<file path="src/rtl/sweep_impedance_trimmed_average_unit_assert.svh">
// Assertion macros for the sweep impedance trimmed average unit.
`ifndef SWEEP_IMPEDANCE_TRIMMED_AVERAGE_UNIT_ASSERT_SVH
`define SWEEP_IMPEDANCE_TRIMMED_AVERAGE_UNIT_ASSERT_SVH
// Same-cycle implication, sampled on clk_i, off during reset
`define SITAU_ASSERT_IMP(lbl, ante, cons) \
  lbl: assert property (@(posedge clk_i) disable iff (!rst_ni) (ante) |-> (cons)) \
    else $error("assertion failed");
// Next-cycle implication, sampled on clk_i, off during reset
`define SITAU_ASSERT_NXT(lbl, ante, cons) \
  lbl: assert property (@(posedge clk_i) disable iff (!rst_ni) (ante) |=> (cons)) \
    else $error("assertion failed");
`endif

</file>
<file path="src/rtl/sitau_pkg.sv">
// Shared types and constants of the sweep impedance trimmed average unit.
package sitau_pkg;

  // Configuration register indexes
  localparam logic REG_GAIN = 1'b0;
  localparam logic REG_CORR = 1'b1;

  localparam logic [31:0] CORR_RESET = 32'd100604823;

  // Last step indexes of the shared root/divide unit
  localparam logic [5:0] SQRT_LAST = 6'd15;
  localparam logic [5:0] DIV_LAST  = 6'd32;

  typedef enum logic {
    OP_SQRT,
    OP_DIV
  } arith_op_e;

  typedef struct packed {
    logic        start;
    arith_op_e   op;
    logic [31:0] operand;
  } arith_req_t;

  typedef struct packed {
    logic        done;
    logic [32:0] result;
  } arith_rsp_t;

  typedef enum logic [4:0] {
    ST_IDLE,
    ST_SQ_RE,
    ST_SQ_IM,
    ST_SUM,
    ST_SQRT_GO,
    ST_SQRT_WAIT,
    ST_DIV_GO,
    ST_DIV_WAIT,
    ST_STORE,
    ST_SORT_KEY,
    ST_SORT_KEYW,
    ST_SORT_RD,
    ST_SORT_CMP,
    ST_AVG0,
    ST_AVG0W,
    ST_AVG_RD,
    ST_AVG_ACC,
    ST_MUL,
    ST_OUT
  } state_e;

endpackage

</file>
<file path="src/rtl/sitau_arith.sv">
// Shared iterative unit: integer square root and 2^32 reciprocal divide.
module sitau_arith (
  input  logic                  clk_i,
  input  logic                  rst_ni,
  input  sitau_pkg::arith_req_t req_i,
  output sitau_pkg::arith_rsp_t rsp_o
);

  logic                 busy_q, busy_d;
  logic                 done_q, done_d;
  sitau_pkg::arith_op_e op_q, op_d;
  logic [5:0]           cnt_q, cnt_d;
  logic [31:0]          src_q, src_d;
  logic [17:0]          dvs_q, dvs_d;
  logic [19:0]          rem_q, rem_d;
  logic [32:0]          acc_q, acc_d;

  logic [19:0] shifted, trial, diff;
  logic        ge, last_step, is_sqrt;

  // One digit step: shift in, trial subtract, keep or restore
  always_comb begin
    is_sqrt   = (op_q == sitau_pkg::OP_SQRT);
    shifted   = is_sqrt ? {rem_q[17:0], src_q[31:30]} : {rem_q[18:0], src_q[31]};
    trial     = is_sqrt ? {acc_q[17:0], 2'b01} : {2'b00, dvs_q};
    diff      = shifted - trial;
    ge        = (shifted >= trial);
    last_step = (cnt_q == (is_sqrt ? sitau_pkg::SQRT_LAST : sitau_pkg::DIV_LAST));
  end

  // Sequence the steps
  always_comb begin
    busy_d = busy_q;
    done_d = 1'b0;
    op_d   = op_q;
    cnt_d  = cnt_q;
    src_d  = src_q;
    dvs_d  = dvs_q;
    rem_d  = rem_q;
    acc_d  = acc_q;
    if (req_i.start) begin
      busy_d = 1'b1;
      op_d   = req_i.op;
      cnt_d  = '0;
      src_d  = (req_i.op == sitau_pkg::OP_SQRT) ? req_i.operand : 32'h8000_0000;
      dvs_d  = req_i.operand[17:0];
      rem_d  = '0;
      acc_d  = '0;
    end else if (busy_q) begin
      rem_d = ge ? diff : shifted;
      acc_d = {acc_q[31:0], ge};
      src_d = is_sqrt ? {src_q[29:0], 2'b00} : {src_q[30:0], 1'b0};
      cnt_d = cnt_q + 6'd1;
      if (last_step) begin
        busy_d = 1'b0;
        done_d = 1'b1;
      end
    end
  end

  always_ff @(posedge clk_i or negedge rst_ni) begin
    if (!rst_ni) begin
      busy_q <= 1'b0;
      done_q <= 1'b0;
      op_q   <= sitau_pkg::OP_SQRT;
      cnt_q  <= '0;
    end else begin
      busy_q <= busy_d;
      done_q <= done_d;
      op_q   <= op_d;
      cnt_q  <= cnt_d;
    end
  end

  always_ff @(posedge clk_i) begin
    src_q <= src_d;
    dvs_q <= dvs_d;
    rem_q <= rem_d;
    acc_q <= acc_d;
  end

  assign rsp_o.done   = done_q;
  assign rsp_o.result = acc_q;

endmodule

</file>
<file path="config.mk">
export PLATFORM = sky130hd
export DESIGN_NAME = sitau_arith
export DESIGN_NICKNAME = d
export VERILOG_FILES = /design/src/rtl/sweep_impedance_trimmed_average_unit_assert.svh /design/src/rtl/sitau_pkg.sv /design/src/rtl/sitau_arith.sv
export SDC_FILE = /design/constraint.sdc
export NUM_CORES = 1
export LEC_CHECK = 0
export BUFFER_PORTS_ARGS = -buffer_cell sky130_fd_sc_hd__buf_2
export CAP_MARGIN = 20
export CORE_MARGIN = 4
export CORE_UTILIZATION = 55
export DETAILED_ROUTE_END_ITERATION = 10
export HOLD_SLACK_MARGIN = 0.15
export PLACE_DENSITY_LB_ADDON = 0.25
export SLEW_MARGIN = 15
export SYNTH_ARGS = -nofsm -noshare
export SYNTH_HDL_FRONTEND = slang
export SYNTH_SLANG_ARGS = --single-unit
</file>
<file path="constraint.sdc">
create_clock -name clk_i -period 4.25 [get_ports clk_i]
set_input_delay 0 -clock clk_i [delete_from_list [all_inputs] [get_ports clk_i]]
set_output_delay 0 -clock clk_i [all_outputs]
set_load 0.005 [all_outputs]
</file>
* After elaboration in Yosys (flattened, before gate mapping) *
Index checks and enable logic that the tools add are counted.

word-level totals
  register bits after elaboration = 111
  bits of input ports = 36
  output and inout bits = 34
  word-level logic and storage cells = 29

cells by class
  $add $sub $neg = 2
  order comparisons = 1
  equality and inequality tests = 1
  mux-type cells = 16
  reductions and logical operators = 1

operators with widths
  operator               number
  $mux W32               4
  $mux W20               2
  $ge A20 B20 Y1         1
  $mux W19               1
  $sub A19 B19 Y19       1
  $mux W6                3
  $add A6 B1 Y6 const B  1
  $eq A6 B6 Y1           1
  $mux W1                6
  $reduce_bool A2 Y1     1

* Longest topological paths before layout *
Gate-level depths: netlist of the first run.

  depth after elaboration = 5
  mapped depth = 15
  gate-level depth less buffers = 10

* Least setup slack after synthesis of the first run *
No wires, ideal clock.

  path kind = flip-flop to flip-flop
  start point = register op_q
  end point = register rem_q[0]
  library setup time = 0.095 ns
  data arrival time = 3.056 ns
  data required time = 4.155 ns
  path slack = 1.099 ns
  stages on the path, launching flop included = 13
  path buffers = 4
  period minus slack after synthesis = 3.151 ns
  path through = dfrtp_1 > clkbuf_1 > buf_2 > buf_2 > mux2i_1 > ha_1 > buf_6 > a21o_1 > a22o_4 > o21ai_4 > a31oi_4 > or4_1 > o311ai_1

on the way
  cells in the longest elaborated chain, start to end = 3

ends and longest elaborated chain
  element                                                    RTL line                              text
  start: declaration                                         sitau_arith.sv:11                     sitau_pkg::arith_op_e op_q, op_d;
  start signal: assignment                                   sitau_arith.sv:65                     op_q <= sitau_pkg::OP_SQRT;
  start signal: assignment                                   sitau_arith.sv:70                     op_q <= op_d;
  $mux W20 (on tied branches)                                sitau_arith.sv:24, sitau_arith.sv:25
  $sub A19 B19 Y19 / $ge A20 B20 Y1 (equally long branches)  sitau_arith.sv:26, sitau_arith.sv:27
  $mux W19 (*)                                               sitau_arith.sv:50                     rem_d = ge ? diff : shifted;
  end signal: assignment                                     sitau_arith.sv:78                     rem_q <= rem_d;
  end: declaration                                           sitau_arith.sv:15                     logic [19:0] rem_q, rem_d;

Every way passes the cells marked *; elsewhere a longest branch is shown, timed or not.
A chain may end at the register's enable or synchronous reset.

* Worst setup path after layout of the first run *
  start point = register op_q
  end point = register rem_q[9]

Same word-level chain as after synthesis.

==> results of run 1 <==
==> synthesized netlist by cell type (3+ instances only) <==
library cell	number	area (µm²)
dfrtp_1	9	225
nand3_1	14	70.1
o211ai_1	3	22.5
nor3_1	4	20.0
o21ai_1	8	40.0
a311oi_1	6	52.6
xnor2_1	9	78.8
a21oi_1	16	80.1
o21a_1	4	30.0
inv_1	10	37.5
a41oi_1	7	61.3
clkbuf_1	27	101
mux2i_1	81	811
a31oi_1	9	56.3
edfxtp_1	50	1500
buf_6	3	33.8
dfxtp_1	52	1040
mux2_2	21	236
nand4_1	11	68.8
and3_1	8	50.1
nand2_1	52	195
and4_1	6	52.6
nand2b_1	5	31.3
buf_2	13	65.1
xor2_1	4	35.0
a21o_1	8	60.1
ha_1	21	263
o31ai_1	4	30.0
nor2_1	72	270
o21ai_0	45	225
==> area by class of cell <==
class,count,area (µm²),area share (%)
tap,140,175,2.36
clock buffer,10,229,3.09
inverter,12,45.0,0.608
sequential,111,2770,37.4
multi-input combinational,467,3330,45.0
clock inverter,6,91.3,1.23
timing repair buffer,113,766,10.3
==> logic make-up (layout without fill, tap and decap cells) <==
kind of cell,after synthesis,in the layout,synth area share (%)
adder cells (fa/ha/maj),22,22,4.45
flip-flops,111,111,43.5
XOR/XNOR,13,13,1.79
AO/OA/AOI/OAI,145,145,16.3
multiplexers,102,102,16.5
AND/OR/NAND/NOR,185,185,13.4
buffers and inverters,57,141,4.04
==> routing by layer <==
metal	GRT usage, %	up-vias	part of all wire, %
li1	-	2525	-
met1	35.2	2611	44
met2	39.6	200	47
met3	3.81	45	6.5
met4	11.2	0	2.6
met5	0	-	0
==> what timing repair did <==
action,CTS,global route
endpoints found under the hold margin,66,0
hold buffers,36,0
buffers inserted,0,0
endpoints found under the setup margin,0,0
==> stage by stage <==
step	cells	utilization [%]	instance area, µm²
after floorplan	635	-	6360
after global placement	807	60.8	6730
after detailed placement	807	60.8	6730
after CTS	859	66.9	7410
after global routing	859	66.9	7410
final	859	66.9	7410
==> flip-flops by register name (all words and copies together) (netlist names) <==
name / cells
acc_q: 33
dvs_q: 18
cnt_q: 6
src_q: 32
rem_q: 19
busy_q: 1
op_q: 1
done_q: 1
==> power by group through the flow <==
stage / sequential (mW) / combinational, mW / clock [mW]
after detailed placement: 1.37 / 1.73 / 0
after global placement: 1.36 / 1.70 / 0
after floorplan: 1.32 / 1.39 / 0
final: 1.35 / 1.82 / 0.931
after CTS: 1.34 / 1.78 / 0.928
after global routing: 1.36 / 1.99 / 0.976
==> worst reg2reg max path, stage by stage, from the launching register on <==
cell	delay (ns)
dfrtp_4	0.90
buf_4	0.52
mux2i_1	0.26
ha_1	0.34
a21oi_1	0.29
o21ai_1	0.18
o21ai_1	0.31
a31o_1	0.54
a221oi_2	0.16
a2111oi_2	0.32
==> path summary, 6_finish.rpt <==
kind                                from       end  slack, ns  cells after the start
worst max-delay path                op_q  rem_q[9]       0.32                      9
worst min-delay path            req_i[4]  dvs_q[4]       0.37                      2
worst max register to register      op_q  rem_q[9]       0.32                      9
worst min register to register  rem_q[6]  rem_q[6]       0.50                      2
max in group asynchronous         rst_ni      op_q       3.29                      3
min in group asynchronous         rst_ni      op_q       0.63                      3
==> run_summary.xml, run 1 <==
<?xml version="1.0" encoding="UTF-8"?>
<metrics>
  <group name="clock_tree">
    <metric name="cts_resized" unit="">0</metric>
    <metric name="inserted_clock_buffers" unit="">9</metric>
    <metric name="cts_tree" unit="">yes</metric>
    <metric name="htree_levels" unit="">3</metric>
    <metric name="ctsRootBufferMaster" unit="">clkbuf_16</metric>
    <metric name="tritoncts_num_sinks" unit="">111</metric>
    <metric name="cts_buffer_depth" unit="">2</metric>
    <metric name="clk_latency" unit="ns">0.35</metric>
    <metric name="cts.clk_slew.worst_paths" unit="ns">0.07</metric>
  </group>
  <group name="timing">
    <metric name="timing.setup.tns" unit="ns">0</metric>
    <metric name="layout_worst_path_cycle_share" unit="%">92.6</metric>
    <metric name="worst_pin_slew" unit="ns">0.737</metric>
    <metric name="fin_hold_ws" unit="ns">0.367</metric>
    <metric name="final-hold-violation-count" unit="">0</metric>
    <metric name="setup_viol" unit="">0</metric>
    <metric name="fmax" unit="MHz">254</metric>
    <metric name="finalCriticalPeriod" unit="ns">3.93</metric>
    <metric name="slew_headroom" unit="%">50.9</metric>
    <metric name="drv_slew" unit="">0</metric>
    <metric name="fin_worst_skew" unit="ns">0.00406</metric>
    <metric name="fin_ws" unit="ns">0.316</metric>
    <metric name="rsz0062_at_grt" unit="">false</metric>
  </group>
  <group name="routing">
    <metric name="antenna_left" unit="">0</metric>
    <metric name="detail_route.iter0.violations" unit="">344</metric>
    <metric name="drt-pass1-iter-count" unit="">5</metric>
    <metric name="drc" unit="">0</metric>
    <metric name="route.detailed.vias_per_inst" unit="">6.26</metric>
    <metric name="routedWlPerCell" unit="µm">19.1</metric>
    <metric name="route.vias.total" unit="">5381</metric>
    <metric name="wirelength" unit="µm">16400</metric>
  </group>
  <group name="global_routing">
    <metric name="grt_pass1_wl" unit="µm">27000</metric>
    <metric name="first_global_vias" unit="">5311</metric>
    <metric name="antenna_found_initial" unit="">0</metric>
    <metric name="globalRoute.totalOverflow" unit="">0</metric>
    <metric name="grt_start_max_net_pins" unit="">69</metric>
    <metric name="total_routing_usage_reported_by_global_routing" unit="%">25.4</metric>
  </group>
  <group name="setup_path">
    <metric name="timing.critical_path.from_type" unit="">flop</metric>
    <metric name="critical-path-top-cell-by-count" unit="">o21ai_1</metric>
    <metric name="crit_path_max_delay_cell_type" unit="">dfrtp_4</metric>
    <metric name="crit_fanout" unit="">50</metric>
    <metric name="critical-path-top-delay-family" unit="">compound AO/OA/AOI/OAI gates</metric>
    <metric name="cp_cell_sequence" unit="">buf_4 -&gt; mux2i_1 -&gt; ha_1 -&gt; a21oi_1 -&gt; o21ai_1 -&gt; o21ai_1 -&gt; a31o_1 -&gt; a221oi_2 -&gt; a2111oi_2</metric>
    <metric name="worst_ep_arrival_time" unit="ns">4.18</metric>
    <metric name="critPathBufInv" unit="">1</metric>
    <metric name="worstPathRequired" unit="ns">4.49</metric>
    <metric name="setup.worst_path.end_class" unit="">flop</metric>
    <metric name="critical_path_class" unit="">reg -&gt; reg</metric>
    <metric name="max_stage_delay" unit="ns">0.90</metric>
  </group>
  <group name="synth">
    <metric name="mappedNetlistNets" unit="">693</metric>
    <metric name="netlist_area" unit="µm²">6360</metric>
    <metric name="synth_top_flop_cell" unit="">dfxtp_1</metric>
    <metric name="synth_seq_cells" unit="">111</metric>
    <metric name="synthDistinctLibCells" unit="">71</metric>
    <metric name="postSynth.asyncResetShare" unit="%">8.11</metric>
    <metric name="synth_edf_count" unit="">50</metric>
    <metric name="synthesis.area_per_instance" unit="µm²">10.0</metric>
    <metric name="synth_seq_area_share" unit="%">43.5</metric>
    <metric name="post_synth_inst_count" unit="">635</metric>
    <metric name="ys.warnings.count" unit="">0</metric>
  </group>
  <group name="die">
    <metric name="initial_core_util" unit="%">57.4</metric>
    <metric name="die_width" unit="µm">116</metric>
    <metric name="die_area" unit="µm²">13300</metric>
    <metric name="die-height" unit="µm">116</metric>
    <metric name="floorplan.core_area" unit="µm²">11100</metric>
    <metric name="std_cell_rows" unit="">38</metric>
    <metric name="io_pins" unit="">70</metric>
  </group>
  <group name="pwr">
    <metric name="internal_power" unit="mW">2.52</metric>
    <metric name="static-leakage-power" unit="nW">3.38</metric>
    <metric name="p_sw" unit="mW">1.58</metric>
    <metric name="max-vdd-ir-drop" unit="mV">0.317</metric>
    <metric name="seq_power_share" unit="%">32.9</metric>
    <metric name="power.clock.fraction" unit="%">22.7</metric>
    <metric name="design_power_total" unit="mW">4.10</metric>
    <metric name="combPwrFrac" unit="%">44.4</metric>
    <metric name="sw_frac_of_total" unit="%">38.6</metric>
    <metric name="powerDensity" unit="nW/µm²">553</metric>
  </group>
  <group name="placement">
    <metric name="place_worst_setup_slack" unit="ns">0.441</metric>
    <metric name="finalWeightedCongestion" unit="">0.915</metric>
    <metric name="place_hpwl" unit="µm">10900</metric>
    <metric name="number_of_port_buffers" unit="">69</metric>
  </group>
  <group name="finish">
    <metric name="num_antenna_cells" unit="">0</metric>
    <metric name="top_library_cells_by_usage_in_the_layout_fill_and_taps_aside" unit="">81 x mux2i_1, 71 x nor2_1, 69 x buf_2</metric>
    <metric name="layout_commonest_cell" unit="">mux2i_1</metric>
    <metric name="final_net_count" unit="">772</metric>
    <metric name="layout-drive-gt1-share" unit="%">17.9</metric>
    <metric name="area_growth_from_synthesis_to_layout" unit="%">16.6</metric>
    <metric name="fillerInstances" unit="">837</metric>
  </group>
  <group name="hold_path">
    <metric name="worstHoldPathType" unit="">in -&gt; reg</metric>
  </group>
  <group name="status">
    <metric name="status" unit="">complete, no violations</metric>
  </group>
  <group name="flow_run">
    <metric name="drv.max_cap_violation_count" unit="">0</metric>
  </group>
</metrics>
No activity file was read; power rests on OpenSTA's default activity.
==> run 2: changes to the inputs <==
--- a/config.mk
+++ b/config.mk
@@ -7,10 +7,11 @@
 export LEC_CHECK = 0
 export BUFFER_PORTS_ARGS = -buffer_cell sky130_fd_sc_hd__buf_2
 export CAP_MARGIN = 20
-export CORE_MARGIN = 4
+export CORE_MARGIN = 2
 export CORE_UTILIZATION = 55
 export DETAILED_ROUTE_END_ITERATION = 10
 export HOLD_SLACK_MARGIN = 0.15
+export MAX_ROUTING_LAYER = met4
 export PLACE_DENSITY_LB_ADDON = 0.25
 export SLEW_MARGIN = 15
 export SYNTH_ARGS = -nofsm -noshare
==> run_summary.xml, run 2 (same netlist as run 1, synthesis figures left out) <==
<?xml version="1.0" encoding="UTF-8"?>
<metrics>
  <group name="status">
    <metric name="status" unit="">complete, no violations</metric>
  </group>
  <group name="setup_path">
    <metric name="cp_cell_sequence" unit="">mux2_2 -&gt; ha_1 -&gt; a21oi_1 -&gt; o21ai_1 -&gt; o21ai_1 -&gt; a31o_1 -&gt; buf_4 -&gt; nand3_1 -&gt; a311oi_1</metric>
    <metric name="timing.critical_path.from_type" unit="">flop</metric>
    <metric name="critical_path_class" unit="">reg -&gt; reg</metric>
    <metric name="worstPathRequired" unit="ns">4.51</metric>
    <metric name="critical-path-top-cell-by-count" unit="">o21ai_1</metric>
    <metric name="crit_fanout" unit="">47</metric>
    <metric name="setup.worst_path.end_class" unit="">flop</metric>
    <metric name="critPathBufInv" unit="">1</metric>
    <metric name="worst_ep_arrival_time" unit="ns">3.97</metric>
    <metric name="critical-path-top-delay-family" unit="">compound AO/OA/AOI/OAI gates</metric>
    <metric name="max_stage_delay" unit="ns">0.87</metric>
    <metric name="crit_path_max_delay_cell_type" unit="">dfrtp_4</metric>
  </group>
  <group name="pwr">
    <metric name="design_power_total" unit="mW">3.97</metric>
    <metric name="max-vdd-ir-drop" unit="mV">0.485</metric>
    <metric name="powerDensity" unit="nW/µm²">538</metric>
    <metric name="static-leakage-power" unit="nW">3.36</metric>
  </group>
  <group name="finish">
    <metric name="layout_top_registers" unit="">acc_q x33, src_q x32, rem_q x19</metric>
    <metric name="top_library_cells_by_usage_in_the_layout_fill_and_taps_aside" unit="">81 x mux2i_1, 71 x nor2_1, 69 x buf_2</metric>
    <metric name="layout_commonest_cell" unit="">mux2i_1</metric>
    <metric name="num_antenna_cells" unit="">0</metric>
    <metric name="area_growth_from_synthesis_to_layout" unit="%">16.0</metric>
    <metric name="largest_register" unit="">acc_q</metric>
    <metric name="final_net_count" unit="">772</metric>
    <metric name="layout-drive-gt1-share" unit="%">18.1</metric>
    <metric name="final_cells" unit="">862</metric>
    <metric name="fillerInstances" unit="">875</metric>
    <metric name="flip_flop_count_of_the_largest_register_after_layout" unit="">33</metric>
  </group>
  <group name="die">
    <metric name="die_width" unit="µm">112</metric>
    <metric name="io_pins" unit="">70</metric>
    <metric name="die_area" unit="µm²">12400</metric>
    <metric name="die-height" unit="µm">112</metric>
    <metric name="std_cell_rows" unit="">39</metric>
    <metric name="floorplan.core_area" unit="µm²">11400</metric>
    <metric name="initial_core_util" unit="%">55.9</metric>
  </group>
  <group name="clock_tree">
    <metric name="cts_buffer_depth" unit="">2</metric>
    <metric name="clk_latency" unit="ns">0.36</metric>
    <metric name="ctsRootBufferMaster" unit="">clkbuf_16</metric>
    <metric name="cts_resized" unit="">0</metric>
    <metric name="cts.clk_slew.worst_paths" unit="ns">0.07</metric>
    <metric name="tritoncts_num_sinks" unit="">111</metric>
    <metric name="htree_levels" unit="">3</metric>
    <metric name="cts_tree" unit="">yes</metric>
    <metric name="inserted_clock_buffers" unit="">9</metric>
  </group>
  <group name="routing">
    <metric name="drt-pass1-iter-count" unit="">5</metric>
    <metric name="wirelength" unit="µm">16300</metric>
    <metric name="detail_route.iter0.violations" unit="">542</metric>
    <metric name="routedWlPerCell" unit="µm">19.0</metric>
    <metric name="drc" unit="">0</metric>
    <metric name="route.detailed.vias_per_inst" unit="">6.11</metric>
    <metric name="route.vias.total" unit="">5271</metric>
    <metric name="antenna_left" unit="">0</metric>
  </group>
  <group name="hold_path">
    <metric name="worstHoldPathType" unit="">in -&gt; reg</metric>
  </group>
  <group name="placement">
    <metric name="finalWeightedCongestion" unit="">0.971</metric>
    <metric name="place_worst_setup_slack" unit="ns">0.620</metric>
    <metric name="number_of_port_buffers" unit="">69</metric>
    <metric name="place_hpwl" unit="µm">10900</metric>
    <metric name="dp.cells" unit="">810</metric>
  </group>
  <group name="global_routing">
    <metric name="globalRoute.totalOverflow" unit="">0</metric>
    <metric name="antenna_found_initial" unit="">0</metric>
    <metric name="first_global_vias" unit="">5130</metric>
    <metric name="grt_pass1_wl" unit="µm">26400</metric>
    <metric name="grt_start_max_net_pins" unit="">64</metric>
    <metric name="total_routing_usage_reported_by_global_routing" unit="%">27.4</metric>
  </group>
  <group name="timing">
    <metric name="rsz0062_at_grt" unit="">false</metric>
    <metric name="final-hold-violation-count" unit="">0</metric>
    <metric name="fmax" unit="MHz">269</metric>
    <metric name="setup_viol" unit="">0</metric>
    <metric name="fin_ws" unit="ns">0.536</metric>
    <metric name="slew_headroom" unit="%">46.2</metric>
    <metric name="worst_pin_slew" unit="ns">0.805</metric>
    <metric name="finalCriticalPeriod" unit="ns">3.71</metric>
    <metric name="layout_worst_path_cycle_share" unit="%">87.4</metric>
    <metric name="fin_worst_skew" unit="ns">0.00940</metric>
    <metric name="timing.setup.tns" unit="ns">0</metric>
    <metric name="drv_slew" unit="">0</metric>
  </group>
  <group name="flow_run">
    <metric name="drv.max_cap_violation_count" unit="">0</metric>
  </group>
</metrics>
run 2: cell count changes in the layout (fill, tap and decap cells not counted):
cell,previous run,this run
clkinvlp_4,1,2
bufinv_16,2,0
clkinv_2,0,2
inv_8,1,0
clkbuf_8,0,1
clkinv_1,2,1
run 2: routing by layer:
metal / vias up / share of wire [%] / wire (µm) / GRT usage, %
met5: - / 0 / 0 / -
met4: 0 / 2.2 / 367 / 8.64
met2: 177 / 47 / 7700 / 41.9
met1: 2549 / 45 / 7310 / 37.0
met3: 28 / 5.9 / 963 / 5.66
li1: 2517 / - / - / -
run 2: area by class of cell:
cell class | count | area, µm² | share of cell area (%)
flip-flops and latches | 111 | 2770 | 37.6
multi-input cells | 467 | 3330 | 45.2
repair buffers | 113 | 766 | 10.4
clock inverters | 5 | 33.8 | 0.458
well taps | 143 | 179 | 2.43
clock buffers | 11 | 243 | 3.29
inverters | 12 | 45.0 | 0.611
run 2: final timing paths:
path,start,end,slack (ns),depth (start not counted)
min in group asynchronous,rst_ni,done_q,0.63,3
worst min-delay path,req_i[11],dvs_q[11],0.37,2
worst min register to register,acc_q[32],acc_q[32],0.49,2
worst max register to register,op_q,rem_q[3],0.54,9
max in group asynchronous,rst_ni,op_q,3.30,3
worst max-delay path,op_q,rem_q[3],0.54,9
run 2: power by group:
| part | internal, mW | switching (mW) | leakage, nW |
|---|---|---|---|
| Combinational | 0.745 | 1.07 | 2.14 |
| Clock | 0.414 | 0.387 | 0.132 |
| Sequential | 1.25 | 0.104 | 1.09 |
run 2: through the flow:
step	util, %	cell area [µm²]	hold WS [ns]
after floorplan	-	6360	-0.296
after global placement	59.2	6740	-0.142
after detailed placement	59.2	6740	-0.139
after CTS	64.9	7370	0.360
after global routing	64.9	7370	0.376
final	64.9	7370	0.370
run 2: what timing repair did:
| item | in CTS | in global routing |
|---|---|---|
| setup buffers | 0 | 0 |
| hold endpoints to repair | 66 | 0 |
| hold buffers | 36 | 0 |
==> run 3: changes to the inputs <==
--- a/config.mk
+++ b/config.mk
@@ -13,6 +13,7 @@
 export HOLD_SLACK_MARGIN = 0.15
 export MAX_ROUTING_LAYER = met4
 export PLACE_DENSITY_LB_ADDON = 0.25
+export RECOVER_POWER = 100
 export SLEW_MARGIN = 15
 export SYNTH_ARGS = -nofsm -noshare
 export SYNTH_HDL_FRONTEND = slang
==> run_summary.xml, run 3 (same netlist as run 1, synthesis figures left out) <==
<?xml version="1.0" encoding="UTF-8"?>
<metrics>
  <group name="status">
    <metric name="status" unit="">complete, no violations</metric>
  </group>
  <group name="clock_tree">
    <metric name="htree_levels" unit="">3</metric>
    <metric name="clk_latency" unit="ns">0.36</metric>
    <metric name="ctsRootBufferMaster" unit="">clkbuf_16</metric>
    <metric name="inserted_clock_buffers" unit="">9</metric>
    <metric name="tritoncts_num_sinks" unit="">111</metric>
    <metric name="cts.clk_slew.worst_paths" unit="ns">0.07</metric>
    <metric name="cts_buffer_depth" unit="">2</metric>
    <metric name="cts_tree" unit="">yes</metric>
  </group>
  <group name="die">
    <metric name="die_area" unit="µm²">12400</metric>
    <metric name="die_width" unit="µm">112</metric>
    <metric name="floorplan.core_area" unit="µm²">11400</metric>
    <metric name="initial_core_util" unit="%">55.9</metric>
    <metric name="std_cell_rows" unit="">39</metric>
    <metric name="die-height" unit="µm">112</metric>
    <metric name="io_pins" unit="">70</metric>
  </group>
  <group name="finish">
    <metric name="largest_register" unit="">acc_q</metric>
    <metric name="layout_commonest_cell" unit="">mux2i_1</metric>
    <metric name="layout-drive-gt1-share" unit="%">12.9</metric>
    <metric name="area_growth_from_synthesis_to_layout" unit="%">15.0</metric>
    <metric name="multi_input_comb_area" unit="µm²">3320</metric>
    <metric name="final_net_count" unit="">772</metric>
    <metric name="num_antenna_cells" unit="">0</metric>
    <metric name="fillerInstances" unit="">895</metric>
    <metric name="flip_flop_count_of_the_largest_register_after_layout" unit="">33</metric>
    <metric name="ff_latch_area" unit="µm²">2770</metric>
    <metric name="top_library_cells_by_usage_in_the_layout_fill_and_taps_aside" unit="">81 x mux2i_1, 71 x nor2_1, 52 x nand2_1, 52 x dfxtp_1, 50 x edfxtp_1</metric>
    <metric name="layout_top_registers" unit="">acc_q x33, src_q x32, rem_q x19</metric>
  </group>
  <group name="setup_path">
    <metric name="crit_path_max_delay_cell_type" unit="">dfrtp_4</metric>
    <metric name="worstPathRequired" unit="ns">4.49</metric>
    <metric name="critical-path-top-delay-family" unit="">compound AO/OA/AOI/OAI gates</metric>
    <metric name="worst_ep_arrival_time" unit="ns">4.08</metric>
    <metric name="timing.critical_path.from_type" unit="">flop</metric>
    <metric name="max_stage_delay" unit="ns">0.88</metric>
    <metric name="crit_fanout" unit="">47</metric>
    <metric name="cp_cell_sequence" unit="">mux2_1 -&gt; ha_1 -&gt; a21oi_1 -&gt; o21ai_1 -&gt; o21ai_0 -&gt; a31o_1 -&gt; buf_4 -&gt; nand3_1 -&gt; a311oi_1</metric>
    <metric name="setup.worst_path.end_class" unit="">flop</metric>
    <metric name="critPathBufInv" unit="">1</metric>
    <metric name="critical_path_class" unit="">reg -&gt; reg</metric>
  </group>
  <group name="global_routing">
    <metric name="total_routing_usage_reported_by_global_routing" unit="%">27.4</metric>
    <metric name="grt_pass1_wl" unit="µm">26400</metric>
    <metric name="grt_start_max_net_pins" unit="">64</metric>
    <metric name="antenna_found_initial" unit="">0</metric>
    <metric name="first_global_vias" unit="">5130</metric>
    <metric name="globalRoute.totalOverflow" unit="">0</metric>
  </group>
  <group name="placement">
    <metric name="place_hpwl" unit="µm">10900</metric>
    <metric name="number_of_port_buffers" unit="">69</metric>
    <metric name="finalWeightedCongestion" unit="">0.971</metric>
  </group>
  <group name="pwr">
    <metric name="design_power_total" unit="mW">3.94</metric>
    <metric name="max-vdd-ir-drop" unit="mV">0.486</metric>
    <metric name="powerDensity" unit="nW/µm²">539</metric>
    <metric name="static-leakage-power" unit="nW">3.24</metric>
  </group>
  <group name="timing">
    <metric name="rsz0062_at_grt" unit="">false</metric>
    <metric name="setup_viol" unit="">0</metric>
    <metric name="slew_headroom" unit="%">4.28</metric>
    <metric name="fin_worst_skew" unit="ns">0.00921</metric>
    <metric name="worst_pin_slew" unit="ns">1.44</metric>
    <metric name="timing.setup.tns" unit="ns">0</metric>
    <metric name="layout_worst_path_cycle_share" unit="%">90.4</metric>
    <metric name="final-hold-violation-count" unit="">0</metric>
    <metric name="drv_slew" unit="">0</metric>
    <metric name="finalCriticalPeriod" unit="ns">3.84</metric>
    <metric name="fmax" unit="MHz">260</metric>
  </group>
  <group name="flow_run">
    <metric name="drv.max_cap_violation_count" unit="">0</metric>
  </group>
  <group name="routing">
    <metric name="route.vias.total" unit="">5256</metric>
    <metric name="drc" unit="">0</metric>
    <metric name="detail_route.iter0.violations" unit="">513</metric>
    <metric name="wirelength" unit="µm">16300</metric>
    <metric name="antenna_left" unit="">0</metric>
    <metric name="route.detailed.vias_per_inst" unit="">6.10</metric>
    <metric name="drt-pass1-iter-count" unit="">5</metric>
    <metric name="routedWlPerCell" unit="µm">18.9</metric>
  </group>
  <group name="hold_path">
    <metric name="worstHoldPathType" unit="">in -&gt; reg</metric>
  </group>
</metrics>
-- run 3: changes by cell type in the layout (fill, tap and decap cells not counted), sizes merged --
| cell | delta |
|---|---|
| buf | -36 |
| clkbuf | +36 |
-- run 3: per-layer routing --
| layer | global-route usage (%) | wire length [µm] | up-vias |
|---|---|---|---|
| li1 | - | - | 2523 |
| met1 | 37.0 | 7340 | 2523 |
| met2 | 41.9 | 7600 | 175 |
| met3 | 5.66 | 979 | 35 |
| met4 | 8.64 | 386 | 0 |
| met5 | - | 0 | - |
-- run 3: worst paths after layout --
path / endpoint / start / slack [ns] / cells after the start
min in group asynchronous: done_q / rst_ni / 0.63 / 3
worst max-delay path: rem_q[3] / op_q / 0.41 / 9
worst min register to register: acc_q[32] / acc_q[32] / 0.49 / 2
worst max register to register: rem_q[3] / op_q / 0.41 / 9
worst min-delay path: dvs_q[11] / req_i[11] / 0.37 / 2
max in group asynchronous: op_q / rst_ni / 3.30 / 3
-- run 3: layout make-up --
class / instances / share of cell area, %
clock inverters: 5 / 0.462
flip-flops and latches: 111 / 37.9
multi-input cells: 467 / 45.4
clock buffers: 11 / 3.32
inverters: 12 / 0.616
well taps: 143 / 2.45
repair buffers: 113 / 9.80
-- run 3: through the flow --
step	util, %	setup slack [ns]	hold slack (ns)	instances	instance area, µm²
6_report	64.3	0.409	0.368	862	7310
3_3_place_gp	59.2	0.689	-0.142	810	6740
3_5_place_dp	59.2	0.620	-0.139	810	6740
4_1_cts	64.9	0.596	0.360	862	7370
5_1_grt	64.3	0.179	0.376	862	7310
2_1_floorplan	-	1.10	-0.296	635	6360
-- run 3: timing repair --
item	4_1_cts	5_1_grt
resized for setup	0	0
hold endpoints to repair	66	0
buffers inserted	0	0
hold buffers	36	0
-- run 3: power breakdown --
part	switching (mW)	total, mW	leakage, nW	internal (mW)
registers	0.105	1.35	1.09	1.25
clock network	0.389	0.804	0.132	0.414
logic	1.06	1.79	2.02	0.730
